===== src/hdl/cfda_pkg.sv =====
// shared constants and types for the cascade filter decimating accumulator
`default_nettype none
package cfda_pkg;

    localparam int SAMPLE_BITS = 16;
    localparam int SAMPLE_W    = 16;
    localparam int INTEG_W     = 32;
    localparam int FRAC_W      = 8;
    localparam int COUNT_W     = 16;
    localparam int SUM_W       = 32;

    localparam logic [COUNT_W-1:0] LENGTH_RESET = 16'd512;

    // filter output handed to the accumulator stage
    typedef struct packed {
        logic               valid;
        logic [INTEG_W-1:0] integ;
    } cfda_stage_t;

endpackage
`default_nettype wire


===== src/hdl/cfda_channels.sv =====
// valid/ready channel interfaces for samples, sums and configuration
`default_nettype none
interface cfda_sample_if;
    logic                         valid;
    logic                         ready;
    logic [cfda_pkg::SAMPLE_W-1:0] sample;

    modport source (output valid, output sample, input ready);
    modport sink (input valid, input sample, output ready);
endinterface

interface cfda_sum_if;
    logic                      valid;
    logic                      ready;
    logic [cfda_pkg::SUM_W-1:0] sum_value;

    modport source (output valid, output sum_value, input ready);
    modport sink (input valid, input sum_value, output ready);
endinterface

interface cfda_cfg_if;
    logic                        valid;
    logic                        ready;
    logic [cfda_pkg::COUNT_W-1:0] accumulation_length;

    modport source (output valid, output accumulation_length, input ready);
    modport sink (input valid, input accumulation_length, output ready);
endinterface
`default_nettype wire


===== src/hdl/cfda_filter.sv =====
// two cascaded integrators with feedback and fractional carry registers
`default_nettype none
module cfda_filter (
    input  wire logic            clk,
    input  wire logic            rst_n,
    cfda_sample_if.sink          samples,
    output cfda_pkg::cfda_stage_t stage,
    input  wire logic            take
);

    logic [cfda_pkg::INTEG_W-1:0] fi_reg, fi_next;
    logic [cfda_pkg::INTEG_W-1:0] si_reg, si_next;
    logic [cfda_pkg::FRAC_W-1:0]  ns_reg, ns_next;
    logic [cfda_pkg::FRAC_W-1:0]  ff_reg, ff_next;
    logic [cfda_pkg::FRAC_W-1:0]  sf_reg, sf_next;
    logic                         valid_reg, valid_next;

    logic [cfda_pkg::INTEG_W-1:0] x32;
    logic [cfda_pkg::INTEG_W-1:0] diff;
    logic [cfda_pkg::INTEG_W-1:0] diff_q;
    logic [cfda_pkg::FRAC_W:0]    k1;
    logic [cfda_pkg::FRAC_W:0]    k2;
    logic                         accept;

    assign samples.ready = !valid_reg || take;
    assign accept        = samples.valid && samples.ready;

    always_comb
    begin
        x32     = cfda_pkg::INTEG_W'(samples.sample[cfda_pkg::SAMPLE_BITS-1:0]);
        // scaled sample minus si/256 and fi/2, arithmetic shifts
        diff    = (x32 << 8)
                  - {{8{si_reg[31]}}, si_reg[31:8]}
                  - {fi_reg[31], fi_reg[31:1]};
        ns_next = {diff[3:0], ns_reg[7:4]};
        diff_q  = {{4{diff[31]}}, diff[31:4]};
        k1      = {1'b0, ff_reg} + {1'b0, ns_next};
        ff_next = k1[7:0];
        fi_next = fi_reg + diff_q + cfda_pkg::INTEG_W'(k1[8]);
        k2      = {1'b0, sf_reg} + {1'b0, ff_next};
        sf_next = k2[7:0];
        si_next = si_reg + fi_next + cfda_pkg::INTEG_W'(k2[8]);
    end

    always_comb
    begin
        valid_next = valid_reg;
        if (accept)
            valid_next = 1'b1;
        else if (take)
            valid_next = 1'b0;
    end

    always_ff @(posedge clk or negedge rst_n)
    begin
        if (!rst_n)
        begin
            fi_reg    <= '0;
            si_reg    <= '0;
            ns_reg    <= '0;
            ff_reg    <= '0;
            sf_reg    <= '0;
            valid_reg <= 1'b0;
        end
        else
        begin
            valid_reg <= valid_next;
            if (accept)
            begin
                fi_reg <= fi_next;
                si_reg <= si_next;
                ns_reg <= ns_next;
                ff_reg <= ff_next;
                sf_reg <= sf_next;
            end
        end
    end

    assign stage.valid = valid_reg;
    assign stage.integ = si_reg;

    // an accepted transaction always leaves a pending stage entry
    assert property (@(posedge clk) disable iff (!rst_n)
        accept |=> valid_reg)
        else $error("filter stage entry missing after accept");

    // a pending entry that is not taken keeps its integrator value
    assert property (@(posedge clk) disable iff (!rst_n)
        valid_reg && !take |=> valid_reg && $stable(si_reg))
        else $error("pending filter entry overwritten");

endmodule
`default_nettype wire


===== src/hdl/cfda_accum.sv =====
// decimating accumulator with carry byte and output register
`default_nettype none
module cfda_accum (
    input  wire logic                 clk,
    input  wire logic                 rst_n,
    input  wire cfda_pkg::cfda_stage_t stage,
    output logic                      take,
    cfda_cfg_if.sink                  cfg,
    cfda_sum_if.source                sums
);

    logic [cfda_pkg::INTEG_W-1:0] acc_low_reg, acc_low_next;
    logic [7:0]                   acc_high_reg, acc_high_next;
    logic [cfda_pkg::COUNT_W-1:0] cnt_reg, cnt_next;
    logic [cfda_pkg::COUNT_W-1:0] len_reg;
    logic [cfda_pkg::SUM_W-1:0]   sum_reg, sum_next;
    logic                         out_valid_reg, out_valid_next;

    logic [cfda_pkg::INTEG_W:0]   wide_sum;
    logic [7:0]                   high_inc;
    logic [cfda_pkg::COUNT_W-1:0] cnt_inc;
    logic                         emit;

    assign cfg.ready = 1'b1;
    assign take      = stage.valid && (!out_valid_reg || sums.ready);

    always_comb
    begin
        wide_sum = {1'b0, acc_low_reg} + {1'b0, stage.integ};
        high_inc = acc_high_reg + 8'(wide_sum[cfda_pkg::INTEG_W]);
        cnt_inc  = cnt_reg + 1'b1;
        emit     = take && (cnt_inc == len_reg);

        acc_low_next  = acc_low_reg;
        acc_high_next = acc_high_reg;
        cnt_next      = cnt_reg;
        sum_next      = {high_inc, wide_sum[31:8]};
        if (take)
        begin
            if (emit)
            begin
                acc_low_next  = '0;
                acc_high_next = '0;
                cnt_next      = '0;
            end
            else
            begin
                acc_low_next  = wide_sum[cfda_pkg::INTEG_W-1:0];
                acc_high_next = high_inc;
                cnt_next      = cnt_inc;
            end
        end

        out_valid_next = out_valid_reg;
        if (emit)
            out_valid_next = 1'b1;
        else if (sums.ready)
            out_valid_next = 1'b0;
    end

    always_ff @(posedge clk or negedge rst_n)
    begin
        if (!rst_n)
        begin
            acc_low_reg   <= '0;
            acc_high_reg  <= '0;
            cnt_reg       <= '0;
            len_reg       <= cfda_pkg::LENGTH_RESET;
            out_valid_reg <= 1'b0;
        end
        else
        begin
            acc_low_reg   <= acc_low_next;
            acc_high_reg  <= acc_high_next;
            cnt_reg       <= cnt_next;
            out_valid_reg <= out_valid_next;
            if (cfg.valid && cfg.ready)
                len_reg <= cfg.accumulation_length;
        end
    end

    always_ff @(posedge clk)
    begin
        if (emit)
            sum_reg <= sum_next;
    end

    assign sums.valid     = out_valid_reg;
    assign sums.sum_value = sum_reg;

    // a result never lands on an unread one
    assert property (@(posedge clk) disable iff (!rst_n)
        emit |-> !out_valid_reg || sums.ready)
        else $error("result register overwritten");

    // decimation restarts with an empty accumulator
    assert property (@(posedge clk) disable iff (!rst_n)
        emit |=> cnt_reg == '0 && acc_low_reg == '0 && acc_high_reg == '0)
        else $error("accumulator not cleared after result");

endmodule
`default_nettype wire


===== src/hdl/cascade_filter_decimating_accumulator.sv =====
// top level: integrating filter followed by a decimating accumulator
//
// samples: one 16-bit converter sample per transaction (valid/ready).
// sums:    one 32-bit result per accumulation_length samples; carry byte in
//          bits 31..24, accumulator bits 31..8 below.
// cfg:     accumulation_length write channel, always ready; write it only
//          while no sample is in flight. a value of 0 means 65536 samples.
// result path: the sample that completes a block is registered in the filter
//          register when accepted, and its result in the result register when
//          the accumulator takes it, which a result waiting on sums can delay.
// throughput: one sample per cycle while sums is not stalling; the filter feedback
//          loop (two shifted subtracts and two integrator adds) sets the clock period.
// reset: integrators, fractions, accumulator and counter go to zero and
//          accumulation_length to 512; filter state is only cleared by reset.
// stall: while a result waits on sums, an empty filter register still takes
//          one more sample; after that samples.ready drops until sums.ready.
`default_nettype none
module cascade_filter_decimating_accumulator (
    input  wire logic   clk,
    input  wire logic   rst_n,
    cfda_sample_if.sink samples,
    cfda_cfg_if.sink    cfg,
    cfda_sum_if.source  sums
);

    cfda_pkg::cfda_stage_t stage;
    logic                  take;

    cfda_filter u_filter (
        .clk     (clk),
        .rst_n   (rst_n),
        .samples (samples),
        .stage   (stage),
        .take    (take)
    );

    cfda_accum u_accum (
        .clk   (clk),
        .rst_n (rst_n),
        .stage (stage),
        .take  (take),
        .cfg   (cfg),
        .sums  (sums)
    );

endmodule
`default_nettype wire


===== src/flat_wrapper.sv =====
// flat-port wrapper written by rule: the top's interface ports become plain ports
module cascade_filter_decimating_accumulator_flat 
  (clk, rst_n, samples_valid, samples_sample, samples_ready, cfg_valid, cfg_accumulation_length, cfg_ready, sums_valid, sums_sum_value, sums_ready);
  cfda_sample_if samples_i ();
  cfda_cfg_if cfg_i ();
  cfda_sum_if sums_i ();
  input  wire logic clk;
  input  wire logic rst_n;
  input wire logic [$bits(samples_i.valid)-1:0] samples_valid;
  input wire logic [$bits(samples_i.sample)-1:0] samples_sample;
  output wire logic [$bits(samples_i.ready)-1:0] samples_ready;
  input wire logic [$bits(cfg_i.valid)-1:0] cfg_valid;
  input wire logic [$bits(cfg_i.accumulation_length)-1:0] cfg_accumulation_length;
  output wire logic [$bits(cfg_i.ready)-1:0] cfg_ready;
  output wire logic [$bits(sums_i.valid)-1:0] sums_valid;
  output wire logic [$bits(sums_i.sum_value)-1:0] sums_sum_value;
  input wire logic [$bits(sums_i.ready)-1:0] sums_ready;
  assign samples_i.valid = samples_valid;
  assign samples_i.sample = samples_sample;
  assign samples_ready = samples_i.ready;
  assign cfg_i.valid = cfg_valid;
  assign cfg_i.accumulation_length = cfg_accumulation_length;
  assign cfg_ready = cfg_i.ready;
  assign sums_valid = sums_i.valid;
  assign sums_sum_value = sums_i.sum_value;
  assign sums_i.ready = sums_ready;
  cascade_filter_decimating_accumulator u_core (.clk(clk), .rst_n(rst_n), .samples(samples_i), .cfg(cfg_i), .sums(sums_i));
endmodule

===== config.mk =====
export PLATFORM = sky130hd
export DESIGN_NAME = cascade_filter_decimating_accumulator_flat
export DESIGN_NICKNAME = d
export VERILOG_FILES = /design/src/hdl/cfda_pkg.sv /design/src/hdl/cfda_channels.sv /design/src/hdl/cfda_filter.sv /design/src/hdl/cfda_accum.sv /design/src/hdl/cascade_filter_decimating_accumulator.sv /design/src/flat_wrapper.sv
export SDC_FILE = /design/constraint.sdc
export NUM_CORES = 1
export LEC_CHECK = 0
export BUFFER_PORTS_ARGS = -buffer_cell sky130_fd_sc_hd__buf_2
export CAP_MARGIN = 20
export CELL_PAD_IN_SITES_DETAIL_PLACEMENT = 1
export CELL_PAD_IN_SITES_GLOBAL_PLACEMENT = 1
export CORE_MARGIN = 2
export CORE_UTILIZATION = 49
export CTS_CLUSTER_SIZE = 20
export DETAILED_ROUTE_END_ITERATION = 10
export HOLD_SLACK_MARGIN = 0.06
export MAX_ROUTING_LAYER = met4
export PLACE_DENSITY = 0.85
export SYNTH_ARGS = -nofsm -noshare
export SYNTH_HDL_FRONTEND = slang
export SYNTH_SLANG_ARGS = --single-unit

===== constraint.sdc =====
create_clock -name clk -period 7.6 [get_ports clk]
set_input_delay 0.76 -clock clk [delete_from_list [all_inputs] [get_ports clk]]
set_output_delay 0.76 -clock clk [all_outputs]
set_load 0.01 [all_outputs]

==> summary.md, run 1 <==
| Metric | Value |
|---|---|
| Status | `completed` |
| Grt ovf | `0` |
| Filler cells | `3441` |
| First-pass GRT wire length | `70300 um` |
| Synth Instances | `1620` |
| Fin Clk Skew | `around 0.017 ns` |
| Tmin final | `7.26 ns` |
| Vias after detailed routing | `12638` |
| Number of global-route vias before repair | `13667` |
| Setup WS pre-CTS | `-0.330 ns` |
| # diodes | `0` |
| CTS Buffer Depth | `2` |
| Vias/cell | `6.05` |
| Worst-Margin Slew | `0.971 ns` |
| Max_slew headroom | `35.3%` |
| Area of the core | `0.0297 mm^2` |
| Final net count | `1908` |
| Worst setup SP type | `register` |
| Syn_nets | `1842` |
| CP max FO | `8` |
| Ys flop type | `dfrtp_1` |
| Synth cell types | `78` |
| Max-slew violation count | `0` |
| Worst skew pair latency | `between 0.4 and 0.5 ns` |
| Initial Util | `49.9%` |
| Reg2Reg Launch Point | `u_core.u_filter.si_reg[9]` |
| Worst path most repeated cell | `ha_1` |
| Unrepaired setup endpoints after global routing | `true` |
| Num CTS Buffers | `17` |
| Final WS setup | `0.342 ns` |
| Layout cell share with drive strength beyond 1 | `11.2%` |
| Max Freq | `138 MHz` |
| Die W | `~180 um` |
| Number of core rows | `between 60 and 70` |
| Sink Count | `190` |
| Pin count of the biggest net entering global routing | `95` |
| Synth warnings | `0` |
| Final Wtd Congestion | `0.900` |
| Initial antenna violation count | `0` |
| Htree depth | `4` |
| Routed WL | `around 43000 um` |
| DR pass1 iterations | `5` |
| Final HPWL DP | `32100 um` |
| Slowest CP cell | `or4_1` |
| TritonCTS clock tree | `yes` |
| GRT Total Usage | `between 20% and 30%` |
| Avg Cell Area, Syn | `9.16 um^2` |
| Root buf cell | `clkbuf_16` |
| Final hold vios | `0` |
| Layout area overhead | `10.5%` |
| Remaining DRCs | `0` |
| Clock slew at reported path FFs | `0.07 ns` |
| R2R Setup Slk | `0.34 ns` |
| Hold crit path type | `in2async` |
| Max stage delay on crit path | `about 0.56 ns` |
| Data required, critical path | `roughly 8.0 ns` |
| Post-DRT Antenna Nets | `0` |
| CTS Hold Buffers Added | `0` |
| Endpoints failing setup | `0` |
| Critical path endpoint category | `register` |
| Critical Path Source | `u_core.u_filter.si_reg[9]` |
| Max Cap Violations | `0` |
| Async S/R FF share, synth | `83.2%` |
| Wire length per cell | `20.7 um` |
| Die area | `0.0317 mm^2` |
| Worst EP arrival | `7.64 ns` |
| Initial detailed-routing violation count | `735` |
| Die Y | `between 150 and 200 um` |
| I/O Pins | `72` |
| Mapped Area | `0.0148 mm^2` |
| Final Cycle Share | `95.5%` |
| Synth Register Bits | `190` |
| CP Class | `reg2reg` |
| PortBufs | `70` |
| Sequential fraction of the synthesis area | `33.1%` |
| EDFF count, synth | `32` |
## critical path: cells and delay by family, from the launching register on
family,cells,cell delay [ns]
buffers and inverters,2,0.20
and+or+nand+nor,8,2.06
AOI/OAI and AO/OA,11,2.31
adders and majority gates,5,1.51
DFF,1,0.45
xor gates and xnor gates,4,0.64
## final cells by class
type | count | area (um^2) | share of cell area [%]
inverters | 96 | 360 | 2.20
multi-input cells | 1287 | 9500 | 57.9
repair buffers | 94 | 537 | 3.27
flip-flops and latches | 190 | 4920 | 30.0
well taps | 390 | 488 | 2.98
clock inverters | 13 | 151 | 0.923
clock buffers | 19 | 443 | 2.70
## logic make-up (layout without fill, tap and decap cells)
logic type      after synthesis  count (layout)  share of synthesized area, %
mux                          26              26                          1.96
fa+ha+maj                   185             185                          16.8
flops                       190             190                          33.1
xor+xnor                    149             149                          8.89
compound gates              493             493                          21.3
buf+inv                     143             222                          3.73
other cells                   1               1                        0.0253
simple gates                433             433                          14.2
## cells in the mapped netlist (all sizes together), types with 3 or more instances
cell type	instances	share of area [%]
o31a	3	0.18
a221o	3	0.20
a221oi	3	0.26
nor4b	3	0.18
clkbuf	37	0.94
a21boi	6	0.30
a2111oi	4	0.24
nand2	178	4.5
xnor2	96	5.7
nand2b	21	0.89
nor2b	12	0.51
edfxtp	32	6.5
buf	10	0.36
o21ai	145	4.9
o21a	23	1.2
and2	7	0.30
a31o	4	0.24
nor3b	5	0.25
mux2	24	1.8
a22o	18	1.1
o2111a	3	0.23
nor3	19	0.79
and3	11	0.46
or3	10	0.42
dfrtp	157	26
inv	96	2.4
nand3b	6	0.30
nand3	36	1.3
nor4	11	0.61
a21o	69	3.5
o21bai	19	0.96
o31ai	24	1.2
nor2	84	2.2
a41oi	3	0.18
or2	3	0.13
nand4	12	0.51
a211oi	10	0.57
xor2	52	3.1
a31oi	10	0.42
ha	161	14
fa	24	3.2
o211ai	15	0.76
a21oi	114	3.8
and4	10	0.61
## what timing repair did
item	CTS	global route
setup buffers	1	3
endpoints found under the setup margin	3	10
resized for setup	4	23
pin swaps	2	7
## cell usage in the layout (no fill, tap or decap), types with 18 or more instances in the layout
master and n:
o21ai_0 119, dfrtp_1 154, buf_4 24, a22o_1 18, xnor2_1 96, o21ai_1 25
o21bai_1 19, o21a_1 23, inv_1 95, fa_1 23, nand2_1 176, nor2_1 82
buf_2 69, a21o_1 69, mux2_2 24, o31ai_1 24, edfxtp_1 32, ha_1 161
nand3_1 34, a21oi_1 111, xor2_1 52, nand2b_1 21
## per-layer routing
metal	up-vias	GRT usage, %	share of wire [%]	routed length (um)
met5	-	-	0	0
met4	0	12.4	4.0	1740
met3	112	5.16	4.1	1760
met2	255	49.2	50	21500
met1	6328	33.7	42	18200
li1	5943	-	-	-
## path summary, 6_finish.rpt
kind | to | cells past startpoint
max in group asynchronous | u_core.u_filter.si_reg[31] | 2
max | u_core.u_filter.si_reg[31] | 30
max reg2reg | u_core.u_filter.si_reg[31] | 30
min reg2reg | u_core.u_accum.acc_low_reg[7] | 2
min | u_core.u_accum.len_reg[14] | 1
min in group clk | u_core.u_accum.acc_low_reg[7] | 2
## stage by stage
step | hold WS (ns) | setup TNS (ns) | instance area [um^2] | instances | utilization (%)
floorplan | 0.450 | 0 | 14800 | 1620 | -
global placement | 0.464 | 0 | 15600 | 2053 | 52.7
detailed placement | 0.480 | -0.330 | 15600 | 2053 | 52.7
CTS | 0.448 | 0 | 16300 | 2086 | 54.8
global route | 0.478 | -0.0565 | 16400 | 2089 | 55.2
finish | 0.415 | 0 | 16400 | 2089 | 55.2
Power of run 1 is left out: the tool's default activity adds up to more than one toggle a clock period on the data nets, which glitch-free logic cannot reach.
==> run 2: changes to the inputs <==
--- a/config.mk
+++ b/config.mk
@@ -10,12 +10,13 @@
 export CELL_PAD_IN_SITES_DETAIL_PLACEMENT = 1
 export CELL_PAD_IN_SITES_GLOBAL_PLACEMENT = 1
 export CORE_MARGIN = 2
-export CORE_UTILIZATION = 49
+export CORE_UTILIZATION = 54
+export CTS_BUF_LIST = sky130_fd_sc_hd__clkbuf_4 sky130_fd_sc_hd__clkbuf_8
 export CTS_CLUSTER_SIZE = 20
 export DETAILED_ROUTE_END_ITERATION = 10
 export HOLD_SLACK_MARGIN = 0.06
 export MAX_ROUTING_LAYER = met4
-export PLACE_DENSITY = 0.85
+export PLACE_DENSITY = 0.93
 export SYNTH_ARGS = -nofsm -noshare
 export SYNTH_HDL_FRONTEND = slang
 export SYNTH_SLANG_ARGS = --single-unit
==> constraint.sdc (replaced) <==
create_clock -name clk -period 9 [get_ports clk]
set_input_delay 0.9 -clock clk [delete_from_list [all_inputs] [get_ports clk]]
set_output_delay 0.9 -clock clk [all_outputs]
set_load 0.01 [all_outputs]
==> run 2 against run 1 <==
  * Worst hold slack improved by 0.027 ns
  * Critical endpoint unchanged
  * Critical path type unchanged
  * Critical path depth rose by 2
  * Wire length grew 5.2%
  * Setup slack improved by 0.43 ns
  * Final cell count decreased by 3.2%
  * Highest routed layer unchanged
  * Largest cell class unchanged
  * Fmax is 12% lower
==> summary.md, run 2 (synthesis results as in run 1) <==
| Metric | Value |
|---|---|
| TritonCTS clock tree | `yes` |
| GR Util met3 | `4.97%` |
| Max stage delay on crit path | `0.78 ns` |
| Layout area overhead | `7.37%` |
| Final HPWL DP | `32500 um` |
| Final hold vios | `0` |
| I/O Pins | `72` |
| Worst setup SP type | `register` |
| CP Class | `reg2reg` |
| Worst skew pair latency | `roughly 0.50 ns` |
| Fin Clk Skew | `0.0292 ns` |
| Met1 GRT Util | `38.8%` |
| Initial detailed-routing violation count | `around 1100` |
| Root buf cell | `clkbuf_8` |
| Global route hottest layer | `met2` |
| Clock slew at reported path FFs | `roughly 0.12 ns` |
| Met2 usage | `58.0%` |
| First-pass GRT wire length | `roughly 74000 um` |
| Most common cell after layout, fill and taps aside | `nand2_1` |
| Max Freq | `122 MHz` |
| Worst-Margin Slew | `0.934 ns` |
| Grt ovf | `0` |
| Layout cell share with drive strength beyond 1 | `9.33%` |
| Unrepaired setup endpoints after global routing | `false` |
| Final Cycle Share | `between 90% and 100%` |
| Pin count of the biggest net entering global routing | `92` |
| Htree depth | `4` |
| Num CTS Buffers | `17` |
| Crit path buf inv count | `1` |
| CP max FO | `7` |
| Sink Count | `190` |
| Number of global-route vias before repair | `around 14000` |
| Delay-heaviest family, CP | `compound AO/OA/AOI/OAI gates` |
| Max-slew violation count | `0` |
| CTS Hold Buffers Added | `0` |
| Commonest cells after routing, fill and taps aside | `176 x nand2_1, 161 x ha_1, 157 x dfrtp_1, 120 x o21ai_0, 114 x a21oi_1` |
| Final net count | `1891` |
| Hold crit path type | `in2async` |
| Die W | `between 150 and 200 um` |
| Status | `completed` |
| Worst path most repeated cell | `a21o_1` |
| CTS Buffer Depth | `2` |
| Die Y | `170 um` |
| Endpoints failing setup | `0` |
| Setup TNS Final | `0 ns` |
| Routed WL | `45500 um` |
| Critical path endpoint category | `register` |
| Area of the core | `0.0270 mm^2` |
| Vias after detailed routing | `13012` |
| Worst EP arrival | `8.65 ns` |
| Die area | `about 0.029 mm^2` |
| Wire length per cell | `22.5 um` |
| Max_slew headroom | `a little under two fifths` |
| Max Cap Violations | `0` |
| Post-CTS setup buffers | `0` |
| Post-CTS sizing | `0` |
| Tmin final | `8.23 ns` |
| Number of core rows | `60` |
| Post-DRT Antenna Nets | `0` |
| # diodes | `0` |
| PortBufs | `70` |
| Remaining DRCs | `0` |
| Data required, critical path | `9.42 ns` |
| Initial antenna violation count | `0` |
| Vias/cell | `6.43` |
| Final Wtd Congestion | `0.934` |
| DR pass1 iterations | `5` |
| Slowest CP cell | `a2111oi_0` |
| GRT Total Usage | `between 30% and 40%` |
| Initial Util | `55.1%` |
## run 2: layout make-up
type	count	area [um^2]
Timing Repair Buffer	77	409
Clock inverter	14	196
Clock buffer	18	248
Fill cell	3102	11000
Tap cell	341	427
Inverter	96	360
Multi-Input combinational cell	1287	9380
Sequential cell	190	4920
## run 2: worst paths after layout
check	end	startpoint	cells after the start	slack, ns
setup / recovery	u_core.u_filter.si_reg[31]	u_core.u_filter.si_reg[10]	32	0.77
hold / removal	u_core.u_accum.len_reg[6]	rst_n	1	0.44
setup reg to reg	u_core.u_filter.si_reg[31]	u_core.u_filter.si_reg[10]	32	0.77
hold reg to reg	u_core.u_filter.ff_reg[0]	u_core.u_filter.ff_reg[0]	2	0.49
max in group asynchronous	u_core.u_filter.fi_reg[17]	rst_n	2	7.08
min in group clk	u_core.u_filter.ff_reg[0]	u_core.u_filter.ff_reg[0]	2	0.49
## run 2: through the flow
| step | hold WS (ns) | cells | util, % | area, um^2 | worst slack, ns |
|---|---|---|---|---|---|
| 2_1_floorplan | 0.450 | 1620 | - | 14800 | 1.94 |
| 3_3_place_gp | 0.464 | 1990 | 57.4 | 15500 | 1.20 |
| 3_5_place_dp | 0.472 | 1990 | 57.4 | 15500 | 0.755 |
| 4_1_cts | 0.498 | 2022 | 59.1 | 15900 | 0.923 |
| 5_1_grt | 0.518 | 2023 | 59.1 | 15900 | 0.273 |
| 6_report | 0.443 | 2023 | 59.1 | 15900 | 0.775 |
## run 2: routing by layer
layer	up-vias	wire (um)	share of wire, %
li1	5914	-	-
met3	139	2110	4.6
met4	0	1880	4.1
met1	6519	18400	40
met5	-	0	0
met2	440	23200	51
Power of run 2 is left out for the same reason.
==> run 3: changes to the inputs <==
--- a/config.mk
+++ b/config.mk
@@ -17,6 +17,7 @@
 export HOLD_SLACK_MARGIN = 0.06
 export MAX_ROUTING_LAYER = met4
 export PLACE_DENSITY = 0.93
+export RECOVER_POWER = 50
 export SYNTH_ARGS = -nofsm -noshare
 export SYNTH_HDL_FRONTEND = slang
 export SYNTH_SLANG_ARGS = --single-unit
==> run 3 against run 2 <==
  * The run now ends with max-capacitance violations, max-slew violations left
  * Wire length increased by 0.37%
  * Flip-flop and latch count did not move
  * First-iteration DRC count increased by 1.2%
  * Die area stayed put
  * Final cell count is the same
  * Largest cell class unchanged
==> summary.md, run 3 (synthesis results as in run 1) <==
| Metric | Value |
|---|---|
| Final Wtd Congestion | `0.934` |
| Placed cell count | `1990` |
| DR pass1 iterations | `5` |
| TritonCTS clock tree | `yes` |
| Data required, critical path | `between 9 and 10 ns` |
| Worst skew pair latency | `0.50 ns` |
| Register area | `a little under 0.005 mm^2` |
| Unrepaired setup endpoints after global routing | `false` |
| Area of placed instances | `0.0155 mm^2` |
| Vias/cell | `6.41` |
| Post-CTS sizing | `0` |
| I/O Pins | `72` |
| Grt ovf | `0` |
| Post-CTS setup buffers | `0` |
| Tmin final | `8.24 ns` |
| Endpoints failing setup | `0` |
| Num CTS Buffers | `17` |
| Max stage delay on crit path | `0.78 ns` |
| Layout cell share with drive strength beyond 1 | `7.19%` |
| Root buf cell | `clkbuf_8` |
| Clock slew at reported path FFs | `0.11 ns` |
| GRT Total Usage | `33.4%` |
| Most common cell after layout, fill and taps aside | `nand2_1` |
| Number of global-route vias before repair | `14112` |
| Failing checks | `max-capacitance violations, max-slew violations` |
| Die area | `0.0288 mm^2` |
| Worst-Margin Slew | `5.24 ns` |
| Worst EP arrival | `~8.7 ns` |
| Worst path most repeated cell | `a21o_1` |
| CP max FO | `7` |
| Max_slew headroom | `-250%` |
| Remaining DRCs | `0` |
| Hold crit path type | `reg2reg` |
| Met2 WL | `23100 um` |
| Htree depth | `4` |
| Max Cap Violations | `2` |
| Max Freq | `121 MHz` |
| CP Class | `reg2reg` |
| Sink Count | `190` |
| Layout area overhead | `7.01%` |
| CTS Hold Buffers Added | `0` |
| Die Y | `170 um` |
| Initial antenna violation count | `0` |
| Multi-input combinational cell area | `0.00938 mm^2` |
| Fin Clk Skew | `0.0237 ns` |
| Final hold vios | `0` |
| Routed WL | `45700 um` |
| Critical path endpoint category | `register` |
| Vias after detailed routing | `12977` |
| Worst setup SP type | `register` |
| Post-route insts no fill | `2023` |
| Die W | `170 um` |
| Slowest CP cell | `a2111oi_0` |
| Number of core rows | `60` |
| Post-DRT Antenna Nets | `0` |
| Max-slew violation count | `between 150 and 200` |
| # diodes | `0` |
| Commonest cells after routing, fill and taps aside | `176 x nand2_1, 161 x ha_1, 157 x dfrtp_1, 120 x o21ai_0, 114 x a21oi_1` |
| Wire length per cell | `22.6 um` |
| Top Metal Used | `met4` |
| First-pass GRT wire length | `74300 um` |
| Post-Route M1 WL | `18600 um` |
| Initial Util | `a little under three fifths` |
| Final HPWL DP | `32500 um` |
| Final Cell Area | `0.0159 mm^2` |
| CTS Buffer Depth | `2` |
| Area of the core | `between 0.02 and 0.03 mm^2` |
| WL met3 | `2040 um` |
| PortBufs | `70` |
| Pin count of the biggest net entering global routing | `about 90` |
| Final net count | `about 1900` |
| Filler cells | `3121` |
| Status | `finished, violations left` |
| Final Cycle Share | `91.6%` |
| Initial detailed-routing violation count | `1064` |
| Setup TNS Final | `0 ns` |
run 3: changes by cell type in the layout (fill, tap and decap cells not counted):
cell      delta
buf_2       -34
buf_6        -1
clkbuf_2     +1
mux2_2       -1
clkbuf_1    +35
buf_4        -1
mux2_1       +1
run 3: area by class of cell:
cell class | instances | share of cell area, %
Clock inverter | 14 | 1.24
Clock buffer | 18 | 1.56
Inverter | 96 | 2.27
Tap cell | 341 | 2.69
Timing Repair Buffer | 77 | 2.25
Multi-Input combinational cell | 1287 | 59.0
Sequential cell | 190 | 31.0
run 3: path summary, 6_finish.rpt:
check / startpoint / endpoint / slack [ns] / cells after the start
setup reg to reg: u_core.u_filter.si_reg[10] / u_core.u_filter.si_reg[31] / 0.76 / 32
hold reg to reg: u_core.u_filter.ff_reg[0] / u_core.u_filter.ff_reg[0] / 0.49 / 2
setup / recovery: u_core.u_filter.si_reg[10] / u_core.u_filter.si_reg[31] / 0.76 / 32
min in group asynchronous: rst_n / u_core.u_accum.len_reg[13] / 2.28 / 1
max in group asynchronous: rst_n / u_core.u_filter.fi_reg[17] / 2.95 / 2
hold / removal: u_core.u_filter.ff_reg[0] / u_core.u_filter.ff_reg[0] / 0.49 / 2
run 3: metal layers:
metal  vias to the layer above  global-route usage, %
met5                         -                      -
met4                         0                   14.0
met3                       145                   4.97
met2                       404                   58.0
met1                      6513                   38.8
li1                       5915                      -
run 3: critical path: cells and delay by family (launching register included):
| kind | cells | cell delay, ns |
|---|---|---|
| xor gates and xnor gates | 4 | 0.62 |
| DFF | 1 | 0.45 |
| and+or+nand+nor | 5 | 0.99 |
| adders and majority gates | 4 | 1.38 |
| buffers and inverters | 1 | 0.06 |
| AOI/OAI and AO/OA | 18 | 4.63 |
run 3: per-stage QoR:
stage                     hold slack [ns]  setup slack (ns)  util (%)
after global placement              0.464              1.20      57.4
after detailed placement            0.472             0.755      57.4
after global routing                0.536             0.273      58.9
after floorplan                     0.450              1.94         -
final                               0.494             0.758      58.9
after CTS                           0.498             0.923      59.1
Power of run 3 is left out for the same reason.
